File: src/rtl/sparse_triplet_matrix_add_top_macros.svh
// ----------------------------------------------------------------------------
// Sparse triplet matrix adder - assertion macros
// Wraps concurrent assertions so that synthesis sees empty bodies.
// ----------------------------------------------------------------------------
`ifndef SPARSE_TRIPLET_MATRIX_ADD_TOP_MACROS_SVH
`define SPARSE_TRIPLET_MATRIX_ADD_TOP_MACROS_SVH

`ifndef SYNTHESIS
// Same-cycle implication.
`define STMA_ASSERT_IMP(label, clk, rstn, ante, cons) \
    label: assert property (@(posedge clk) disable iff (!(rstn)) (ante) |-> (cons)) \
        else $error("assertion failed");
// Next-cycle implication.
`define STMA_ASSERT_NXT(label, clk, rstn, ante, cons) \
    label: assert property (@(posedge clk) disable iff (!(rstn)) (ante) |=> (cons)) \
        else $error("assertion failed");
`else
`define STMA_ASSERT_IMP(label, clk, rstn, ante, cons)
`define STMA_ASSERT_NXT(label, clk, rstn, ante, cons)
`endif

`endif

File: src/rtl/stma_pkg.sv
// ----------------------------------------------------------------------------
// Sparse triplet matrix adder - package
// Shared types, codes and field widths.
// ----------------------------------------------------------------------------
package stma_pkg;

    localparam int IDX_W   = 16;
    localparam int VAL_W   = 32;
    localparam int SUM_W   = 33;
    localparam int CNT_W   = 6;
    localparam int ENT_W   = 64;
    localparam int S_DATA_W = 64;
    localparam int M_DATA_W = 72;

    // Input kinds carried on s_tuser
    localparam logic [1:0] ACT_LOAD_A = 2'd0;
    localparam logic [1:0] ACT_LOAD_B = 2'd1;
    localparam logic [1:0] ACT_START  = 2'd2;

    // Result kinds carried on m_tuser
    localparam logic [1:0] STAT_TRIPLET  = 2'd0;
    localparam logic [1:0] STAT_MISMATCH = 2'd1;
    localparam logic [1:0] STAT_EMPTY    = 2'd2;

    // Configuration register indexes
    localparam logic [1:0] REG_A_ROWS = 2'd0;
    localparam logic [1:0] REG_A_COLS = 2'd1;
    localparam logic [1:0] REG_B_ROWS = 2'd2;
    localparam logic [1:0] REG_B_COLS = 2'd3;

    typedef enum logic [2:0] {
        ST_IDLE,
        ST_FETCH,
        ST_STEP,
        ST_FINISH,
        ST_REPORT
    } stma_state_t;

    // Row and column on top, so the upper 32 bits form the row-major key.
    typedef struct packed {
        logic [IDX_W-1:0]        row;
        logic [IDX_W-1:0]        col;
        logic signed [VAL_W-1:0] value;
    } stma_entry_t;

    typedef struct packed {
        logic a_live;
        logic b_live;
    } stma_alu_ctl_t;

    typedef struct packed {
        logic                    emit;
        logic                    take_a;
        logic                    take_b;
        logic [IDX_W-1:0]        row;
        logic [IDX_W-1:0]        col;
        logic signed [SUM_W-1:0] value;
    } stma_alu_res_t;

endpackage

File: src/rtl/stma_ram.sv
// ----------------------------------------------------------------------------
// Generic single-write, single-read RAM
// One write port and one read port with registered read data.
// ----------------------------------------------------------------------------
module stma_ram #(
    parameter int WIDTH = 64,
    parameter int DEPTH = 16
) (
    input  logic                                   clk,
    input  logic                                   we,
    input  logic [(DEPTH > 1 ? $clog2(DEPTH) : 1)-1:0] waddr,
    input  logic [WIDTH-1:0]                       wdata,
    input  logic [(DEPTH > 1 ? $clog2(DEPTH) : 1)-1:0] raddr,
    output logic [WIDTH-1:0]                       rdata
);

    logic [WIDTH-1:0] mem [DEPTH];

    always_ff @(posedge clk) begin
        if (we) begin
            mem[waddr] <= wdata;
        end
        rdata <= mem[raddr];
    end

endmodule

File: src/rtl/stma_alu.sv
// ----------------------------------------------------------------------------
// Sparse triplet matrix adder - merge unit
// One key compare and one 33-bit add, used once per merge step.
// ----------------------------------------------------------------------------
module stma_alu (
    input  stma_pkg::stma_entry_t   a_ent,
    input  stma_pkg::stma_entry_t   b_ent,
    input  stma_pkg::stma_alu_ctl_t ctl,
    output stma_pkg::stma_alu_res_t res
);
    import stma_pkg::*;

    logic [2*IDX_W-1:0]      a_key;
    logic [2*IDX_W-1:0]      b_key;
    logic signed [SUM_W-1:0] a_ext;
    logic signed [SUM_W-1:0] b_ext;
    logic signed [SUM_W-1:0] sum;
    logic                    same;

    assign a_key = {a_ent.row, a_ent.col};
    assign b_key = {b_ent.row, b_ent.col};
    assign a_ext = {a_ent.value[VAL_W-1], a_ent.value};
    assign b_ext = {b_ent.value[VAL_W-1], b_ent.value};
    assign sum   = a_ext + b_ext;
    assign same  = ctl.a_live && ctl.b_live && (a_key == b_key);

    always_comb begin
        res = '0;
        if (same) begin
            // Coincident positions are summed; a zero sum is dropped.
            res.emit   = (sum != '0);
            res.take_a = 1'b1;
            res.take_b = 1'b1;
            res.row    = a_ent.row;
            res.col    = a_ent.col;
            res.value  = sum;
        end else if (!ctl.b_live || (ctl.a_live && (a_key < b_key))) begin
            res.emit   = ctl.a_live;
            res.take_a = ctl.a_live;
            res.row    = a_ent.row;
            res.col    = a_ent.col;
            res.value  = a_ext;
        end else begin
            res.emit   = 1'b1;
            res.take_b = 1'b1;
            res.row    = b_ent.row;
            res.col    = b_ent.col;
            res.value  = b_ext;
        end
    end

endmodule

File: src/rtl/sparse_triplet_matrix_add_top.sv
// ----------------------------------------------------------------------------
// Sparse triplet matrix adder - top level
// Loads two triplet lists into RAM and merges them into their sum.
// ----------------------------------------------------------------------------
//  Channel | Direction | Handshake         | Contents
//  s_      | in        | tvalid / tready   | load A, load B or start
//  m_      | out       | tvalid / tready   | result triplets, mismatch, empty
//  cfg_    | in        | cfg_we only       | matrix dimensions
//
//  A load is accepted in ST_IDLE. A start with matching dimensions then runs
//  merge steps, each a RAM read in ST_FETCH and then a compare and add in the
//  merge unit in ST_STEP, at most a_count + b_count steps, then closes with a
//  last read that finds both lists drained and the final result from ST_FINISH,
//  or from ST_REPORT when nothing remains; a mismatch goes to ST_REPORT. The
//  input is not ready from start until the final result is registered. A stalled
//  output holds the merge step that needs to hand over a result. Reset clears the
//  counts and sets the dimensions to one; there is no clearing pass.
// ----------------------------------------------------------------------------
`include "sparse_triplet_matrix_add_top_macros.svh"

module sparse_triplet_matrix_add_top #(
    parameter int DEPTH = 16
) (
    input  logic                              aclk,
    input  logic                              aresetn,
    // Input stream
    input  logic                              s_tvalid,
    output logic                              s_tready,
    // [15:0] row_index, [31:16] col_index, [63:32] entry_value
    input  logic [stma_pkg::S_DATA_W-1:0]     s_tdata,
    // [1:0] action
    input  logic [1:0]                        s_tuser,
    // Result stream
    output logic                              m_tvalid,
    input  logic                              m_tready,
    // [15:0] out_row, [31:16] out_col, [64:32] out_value,
    // [70:65] entry_count, [71] zero
    output logic [stma_pkg::M_DATA_W-1:0]     m_tdata,
    // [1:0] status
    output logic [1:0]                        m_tuser,
    output logic                              m_tlast,
    // Configuration
    input  logic                              cfg_we,
    input  logic [1:0]                        cfg_index,
    input  logic [stma_pkg::IDX_W-1:0]        cfg_wdata
);
    import stma_pkg::*;

    localparam int AW = (DEPTH > 1) ? $clog2(DEPTH) : 1;
    localparam int CW = $clog2(DEPTH + 1);
    localparam int KW = $clog2(2 * DEPTH + 1);

    stma_state_t state_reg, state_next;

    logic [IDX_W-1:0] a_rows_reg, a_cols_reg, b_rows_reg, b_cols_reg;
    logic [CW-1:0]    a_cnt_reg, a_cnt_next, b_cnt_reg, b_cnt_next;
    logic [CW-1:0]    i_reg, i_next, j_reg, j_next;
    logic [KW-1:0]    k_reg, k_next;
    logic [1:0]       rep_status_reg, rep_status_next;

    logic                    pend_valid_reg, pend_valid_next;
    logic                    pend_load;
    logic [IDX_W-1:0]        pend_row_reg, pend_col_reg;
    logic signed [SUM_W-1:0] pend_value_reg;

    logic                    m_valid_reg, m_valid_next;
    logic                    out_load;
    logic [IDX_W-1:0]        out_row, out_col;
    logic signed [SUM_W-1:0] out_value;
    logic [CNT_W-1:0]        out_count;
    logic [1:0]              out_status;
    logic                    out_last;
    logic [IDX_W-1:0]        m_row_reg, m_col_reg;
    logic signed [SUM_W-1:0] m_value_reg;
    logic [CNT_W-1:0]        m_count_reg;
    logic [1:0]              m_status_reg;
    logic                    m_last_reg;

    logic          in_acc;
    logic          out_free;
    logic          dims_differ;
    stma_entry_t   s_ent;
    stma_entry_t   a_rd, b_rd;
    logic          a_we, b_we;
    stma_alu_ctl_t alu_ctl;
    stma_alu_res_t alu_res;

    assign s_tready    = (state_reg == ST_IDLE);
    assign in_acc      = s_tvalid && s_tready;
    assign out_free    = !m_valid_reg || m_tready;
    assign dims_differ = (a_rows_reg != b_rows_reg) || (a_cols_reg != b_cols_reg);

    assign s_ent = {s_tdata[15:0], s_tdata[31:16], s_tdata[63:32]};

    assign a_we = in_acc && (s_tuser == ACT_LOAD_A) && (a_cnt_reg < CW'(DEPTH));
    assign b_we = in_acc && (s_tuser == ACT_LOAD_B) && (b_cnt_reg < CW'(DEPTH));

    stma_ram #(
        .WIDTH (ENT_W),
        .DEPTH (DEPTH)
    ) u_a_store (
        .clk   (aclk),
        .we    (a_we),
        .waddr (a_cnt_reg[AW-1:0]),
        .wdata (s_ent),
        .raddr (i_reg[AW-1:0]),
        .rdata (a_rd)
    );

    stma_ram #(
        .WIDTH (ENT_W),
        .DEPTH (DEPTH)
    ) u_b_store (
        .clk   (aclk),
        .we    (b_we),
        .waddr (b_cnt_reg[AW-1:0]),
        .wdata (s_ent),
        .raddr (j_reg[AW-1:0]),
        .rdata (b_rd)
    );

    // a_live in the upper bit, b_live in the lower.
    assign alu_ctl = {(i_reg < a_cnt_reg), (j_reg < b_cnt_reg)};

    stma_alu u_alu (
        .a_ent (a_rd),
        .b_ent (b_rd),
        .ctl   (alu_ctl),
        .res   (alu_res)
    );

    // Configuration registers
    always_ff @(posedge aclk) begin
        if (!aresetn) begin
            a_rows_reg <= IDX_W'(1);
            a_cols_reg <= IDX_W'(1);
            b_rows_reg <= IDX_W'(1);
            b_cols_reg <= IDX_W'(1);
        end else if (cfg_we) begin
            case (cfg_index)
                REG_A_ROWS: a_rows_reg <= cfg_wdata;
                REG_A_COLS: a_cols_reg <= cfg_wdata;
                REG_B_ROWS: b_rows_reg <= cfg_wdata;
                REG_B_COLS: b_cols_reg <= cfg_wdata;
                default: ;
            endcase
        end
    end

    always_ff @(posedge aclk) begin
        if (!aresetn) begin
            state_reg      <= ST_IDLE;
            a_cnt_reg      <= '0;
            b_cnt_reg      <= '0;
            i_reg          <= '0;
            j_reg          <= '0;
            k_reg          <= '0;
            rep_status_reg <= STAT_TRIPLET;
            pend_valid_reg <= 1'b0;
            m_valid_reg    <= 1'b0;
        end else begin
            state_reg      <= state_next;
            a_cnt_reg      <= a_cnt_next;
            b_cnt_reg      <= b_cnt_next;
            i_reg          <= i_next;
            j_reg          <= j_next;
            k_reg          <= k_next;
            rep_status_reg <= rep_status_next;
            pend_valid_reg <= pend_valid_next;
            m_valid_reg    <= m_valid_next;
        end
    end

    // Payload registers
    always_ff @(posedge aclk) begin
        if (pend_load) begin
            pend_row_reg   <= alu_res.row;
            pend_col_reg   <= alu_res.col;
            pend_value_reg <= alu_res.value;
        end
        if (out_load) begin
            m_row_reg    <= out_row;
            m_col_reg    <= out_col;
            m_value_reg  <= out_value;
            m_count_reg  <= out_count;
            m_status_reg <= out_status;
            m_last_reg   <= out_last;
        end
    end

    // Sequencer. One result is held back so that the final one can carry
    // the last mark once the merge is known to be over.
    always_comb begin
        state_next      = state_reg;
        a_cnt_next      = a_cnt_reg;
        b_cnt_next      = b_cnt_reg;
        i_next          = i_reg;
        j_next          = j_reg;
        k_next          = k_reg;
        rep_status_next = rep_status_reg;
        pend_valid_next = pend_valid_reg;
        pend_load       = 1'b0;
        m_valid_next    = m_valid_reg && !m_tready;
        out_load        = 1'b0;
        out_row         = pend_row_reg;
        out_col         = pend_col_reg;
        out_value       = pend_value_reg;
        out_count       = '0;
        out_status      = STAT_TRIPLET;
        out_last        = 1'b0;

        case (state_reg)
            ST_IDLE: begin
                if (a_we) begin
                    a_cnt_next = a_cnt_reg + CW'(1);
                end
                if (b_we) begin
                    b_cnt_next = b_cnt_reg + CW'(1);
                end
                if (in_acc && (s_tuser == ACT_START)) begin
                    if (dims_differ) begin
                        rep_status_next = STAT_MISMATCH;
                        state_next      = ST_REPORT;
                    end else begin
                        i_next          = '0;
                        j_next          = '0;
                        k_next          = '0;
                        pend_valid_next = 1'b0;
                        state_next      = ST_FETCH;
                    end
                end
            end
            ST_FETCH: begin
                state_next = ST_STEP;
            end
            ST_STEP: begin
                if (!alu_ctl.a_live && !alu_ctl.b_live) begin
                    state_next = ST_FINISH;
                end else if (!(alu_res.emit && pend_valid_reg && !out_free)) begin
                    if (alu_res.take_a) begin
                        i_next = i_reg + CW'(1);
                    end
                    if (alu_res.take_b) begin
                        j_next = j_reg + CW'(1);
                    end
                    if (alu_res.emit) begin
                        k_next          = k_reg + KW'(1);
                        pend_load       = 1'b1;
                        pend_valid_next = 1'b1;
                        if (pend_valid_reg) begin
                            out_load     = 1'b1;
                            m_valid_next = 1'b1;
                        end
                    end
                    state_next = ST_FETCH;
                end
            end
            ST_FINISH: begin
                if (!pend_valid_reg) begin
                    rep_status_next = STAT_EMPTY;
                    state_next      = ST_REPORT;
                end else if (out_free) begin
                    out_load        = 1'b1;
                    m_valid_next    = 1'b1;
                    out_count       = CNT_W'(k_reg);
                    out_last        = 1'b1;
                    pend_valid_next = 1'b0;
                    a_cnt_next      = '0;
                    b_cnt_next      = '0;
                    state_next      = ST_IDLE;
                end
            end
            ST_REPORT: begin
                if (out_free) begin
                    out_load     = 1'b1;
                    m_valid_next = 1'b1;
                    out_row      = '0;
                    out_col      = '0;
                    out_value    = '0;
                    out_status   = rep_status_reg;
                    out_last     = 1'b1;
                    a_cnt_next   = '0;
                    b_cnt_next   = '0;
                    state_next   = ST_IDLE;
                end
            end
            default: begin
                state_next = ST_IDLE;
            end
        endcase
    end

    assign m_tvalid = m_valid_reg;
    assign m_tdata  = {1'b0, m_count_reg, m_value_reg, m_col_reg, m_row_reg};
    assign m_tuser  = m_status_reg;
    assign m_tlast  = m_last_reg;

    // Checks
    `STMA_ASSERT_IMP(a_cnt_bound, aclk, aresetn, 1'b1, (a_cnt_reg <= CW'(DEPTH)))
    `STMA_ASSERT_IMP(step_in_range, aclk, aresetn, (state_reg == ST_STEP),
        ((i_reg <= a_cnt_reg) && (j_reg <= b_cnt_reg)))
    `STMA_ASSERT_NXT(mismatch_reported, aclk, aresetn,
        (in_acc && (s_tuser == ACT_START) && dims_differ),
        ((state_reg == ST_REPORT) && (rep_status_reg == STAT_MISMATCH)))
    `STMA_ASSERT_IMP(count_on_last_only, aclk, aresetn, (m_tvalid && !m_tlast),
        ((m_count_reg == '0) && (m_status_reg == STAT_TRIPLET)))

endmodule

File: config.mk
export PLATFORM = sky130hd
export DESIGN_NAME = sparse_triplet_matrix_add_top
export DESIGN_NICKNAME = d
export VERILOG_FILES = /design/src/rtl/stma_pkg.sv /design/src/rtl/stma_ram.sv /design/src/rtl/stma_alu.sv /design/src/rtl/sparse_triplet_matrix_add_top.sv
export VERILOG_INCLUDE_DIRS = /design/src /design/src/rtl
export SDC_FILE = /design/constraint.sdc
export NUM_CORES = 2
export LEC_CHECK = 0
export BUFFER_PORTS_ARGS = -buffer_cell sky130_fd_sc_hd__clkbuf_2
export CORE_ASPECT_RATIO = 0.8
export CORE_UTILIZATION = 45
export DETAILED_ROUTE_END_ITERATION = 6
export GPL_ROUTABILITY_DRIVEN = 0
export PLACE_DENSITY = 0.58
export SLEW_MARGIN = 40
export SYNTH_ARGS = -nofsm -noshare
export SYNTH_HDL_FRONTEND = slang
export SYNTH_SLANG_ARGS = --single-unit
File: constraint.sdc
create_clock -name aclk -period 27.4 [get_ports aclk]
set_input_delay 4.11 -clock aclk [delete_from_list [all_inputs] [get_ports aclk]]
set_output_delay 4.11 -clock aclk [all_outputs]
set_load 0.01 [all_outputs]
==> results.md <==
- Most frequent cells in the layout: edfxtp_1 (2187), mux4_2 (640), clkbuf_16 (235), nand2_1 (223), dfxtp_1 (217)
- Clk_lat worst skew: 0.87 ns
- Worst-Margin Slew: 0.855 ns
- Class of the worst hold path: reg -> reg
- TritonCTS Sinks: 2412
- Nets@finish: 4831
- PwrDens: 71.8 mW/mm2
- Post-CTS sizing: 0
- Post-Syn Area per Cell: 21.1 um2
- Clk slew on worst S/H paths: 0.06 ns
- Tcrit/Tclk final: 23.8%
- Crit-path max FO: 42
- Clock tree buffer depth: 3
- Endpoints failing hold: 0
- Worst EP required: 27.88 ns
- Post-route cell area: 0.105 mm2
- CTS Buf Count: 227
- Vias per std cell: 5.89
- Total track usage: 22.5%
- Antenna violations before repair: 46
- Fillers: 15947
- Area grow syn2layout: 13.6%
- Synth Register Bits: 2412
- # hold bufs at CTS: 0
- Post-CTS Setup Bufs: 0
- Final core occ: 51.6%
- Max cap viols: 0
- Clk pwr share: 42.3%
- Top FF cell, synth: edfxtp_1
- Switching share of total power: 21.3%
- DRC viols: 0
- Share of cells above drive strength 1: 28.0%
- PortBufs: 164
- CTS tree: done
- WL final: 232000 um
- Leak pwr: 32.8 nW
- Placed cell areas: 0.0971 mm2
- VDD IR-drop max: 0.0000851 V
- Most common cell after layout, fill and taps aside: edfxtp_1
- Final ANT Viol Nets: 0
- H-tree Lvls: 4
- Post-Synthesis Cells: 4378
- Gate power share: 3.8%
- Sequential fraction of design power: 53.9%
- Starting Density: 45.4%
- CP arrival: 6.99 ns
- DR vias: 44626
- Post-route setup TNS: 0 ns
- Die area: 0.207 mm2
- Worst setup EP type: flop
- # IOs: 166
- NetSw: 1.61 mW
- Synth warn: 0
- Status: finished, final reports clean
- Syn nets: 4551
- Initial drt markers: 5076
- EDFF count, synth: 2187
- Unrepaired setup endpoints after global routing: no
- Die W: 509 um
- Synth Cell Area: 0.0924 mm2
- Slew Viols, Final: 0
- Synth Area in Simple Gates: 2.83%
- Largest net degree at the start of global routing: 74
- Total global routing overflow: 0
- Synth cell types: 73
- Die height: 407 um
- # rows: 148
- Compound-Gate Fraction of Synth Area: 2.03%
- Post-synth ARST share: 0%
- Post-synthesis xor/xnor area fraction: 0.568%
- Critical path class: in -> reg
- Nature of the critical path startpoint: input port
- TritonRoute pass-1 iters: 5
- Root buffer cell: clkbuf_16
- Power after layout: 7.54 mW
- Vias in the first global route: 44003
- Min Clock Period, post-route: 6.52 ns
- Detailed Place HPWL: 145000 um
- Largest regs: u_a_store.mem (1024), u_b_store.mem (1024)
- Mux share of post-synthesis cell area: 16.4%
- Final setup viols: 0
- Worst slew margin: 43.0%
- Achievable frequency: 153 MHz
- Synth Area in Adders: 1.15%
- Main combinational cell family by area after synthesis: multiplexers
- Core Box Area: 0.204 mm2
- Internal power: 5.93 mW
- Post-synthesis sequential area ratio: 75.9%
- Global-route wire length before repair: 329000 um
- Layout Skew: 0.0596 ns
- WL/cell: 30.6 um
logic make-up after synthesis:
logic type,Yosys count
flops,2412
mux,712
simple gates,540
compound gates,309
buf+inv,260
fa+ha+maj,84
xor+xnor,60
other cells,1
power groups by stage:
stage | registers (mW) | clock network, mW | logic [mW]
floorplan | 4.14 | 0 | 0.138
global placement | 4.14 | 0 | 0.277
detailed placement | 4.14 | 0 | 0.284
CTS | 4.06 | 3.26 | 0.285
global route | 4.06 | 3.40 | 0.307
finish | 4.06 | 3.19 | 0.285
critical path, stage by stage:
cell and delay (ns):
clkbuf_2 0.09, nand3b_1 0.32, nor3_1 0.57, nand2_1 0.37, nor2_4 0.72, buf_4 0.72
cell usage after synthesis, types with 31 or more instances:
cell      count  share of area (%)
a21oi_1     140               0.76
xor2_1       43               0.41
dfxtp_1     225                4.9
buf_1        54               0.22
nand2_1     223               0.91
mux4_2      640                 16
and2_1       79               0.53
ha_1         83                1.1
o21ai_0      54               0.29
inv_1        52               0.21
mux2_2       41               0.50
mux2i_1      31               0.34
clkbuf_1    145               0.59
edfxtp_1   2187                 71
nor2_1       79               0.32
worst paths after layout:
check | from | end | slack [ns] | cells past startpoint
hold / removal | b_rows_reg[11]$_SDFFE_PN0P_ | b_rows_reg[11]$_SDFFE_PN0P_ | 0.46 | 2
setup / recovery | s_tuser[1] | u_a_store.mem[12][13]$_DFFE_PP_ | 20.88 | 6
setup reg to reg | b_cnt_reg[2]$_SDFFE_PN0P_ | m_row_reg[9]$_DFFE_PP_ | 21.86 | 14
hold reg to reg | b_rows_reg[11]$_SDFFE_PN0P_ | b_rows_reg[11]$_SDFFE_PN0P_ | 0.46 | 2
metal layers:
| layer | routed length (um) | track usage [%] |
|---|---|---|
| met1 | 103000 | 34.9 |
| met2 | 97600 | 30.5 |
| met3 | 26400 | 7.69 |
| met4 | 4470 | 4.63 |
| met5 | 41 | 0 |
area by class of cell:
class	instances	area [um2]	share of cell area, %
timing repair buffer	258	1950	1.86
clock inverter	111	1170	1.12
inverter	53	199	0.189
sequential	2412	70200	66.9
tap	2700	3380	3.22
multi-input combinational	1706	21500	20.5
clock buffer	321	6520	6.20
antenna	13	32.5	0.0310
per-stage QoR:
| stage | setup WS [ns] | std cells | hold WS, ns |
|---|---|---|---|
| 6_report | 20.88 | 7574 | 0.465 |
| 5_1_grt | 20.84 | 7564 | 0.484 |
| 4_1_cts | 20.99 | 7555 | 0.467 |
| 3_5_place_dp | 20.06 | 7123 | 0.459 |
| 3_3_place_gp | 20.07 | 7113 | 0.453 |
| 2_1_floorplan | 15.62 | 4378 | 0.446 |
(Power assumes the default switching activity.)
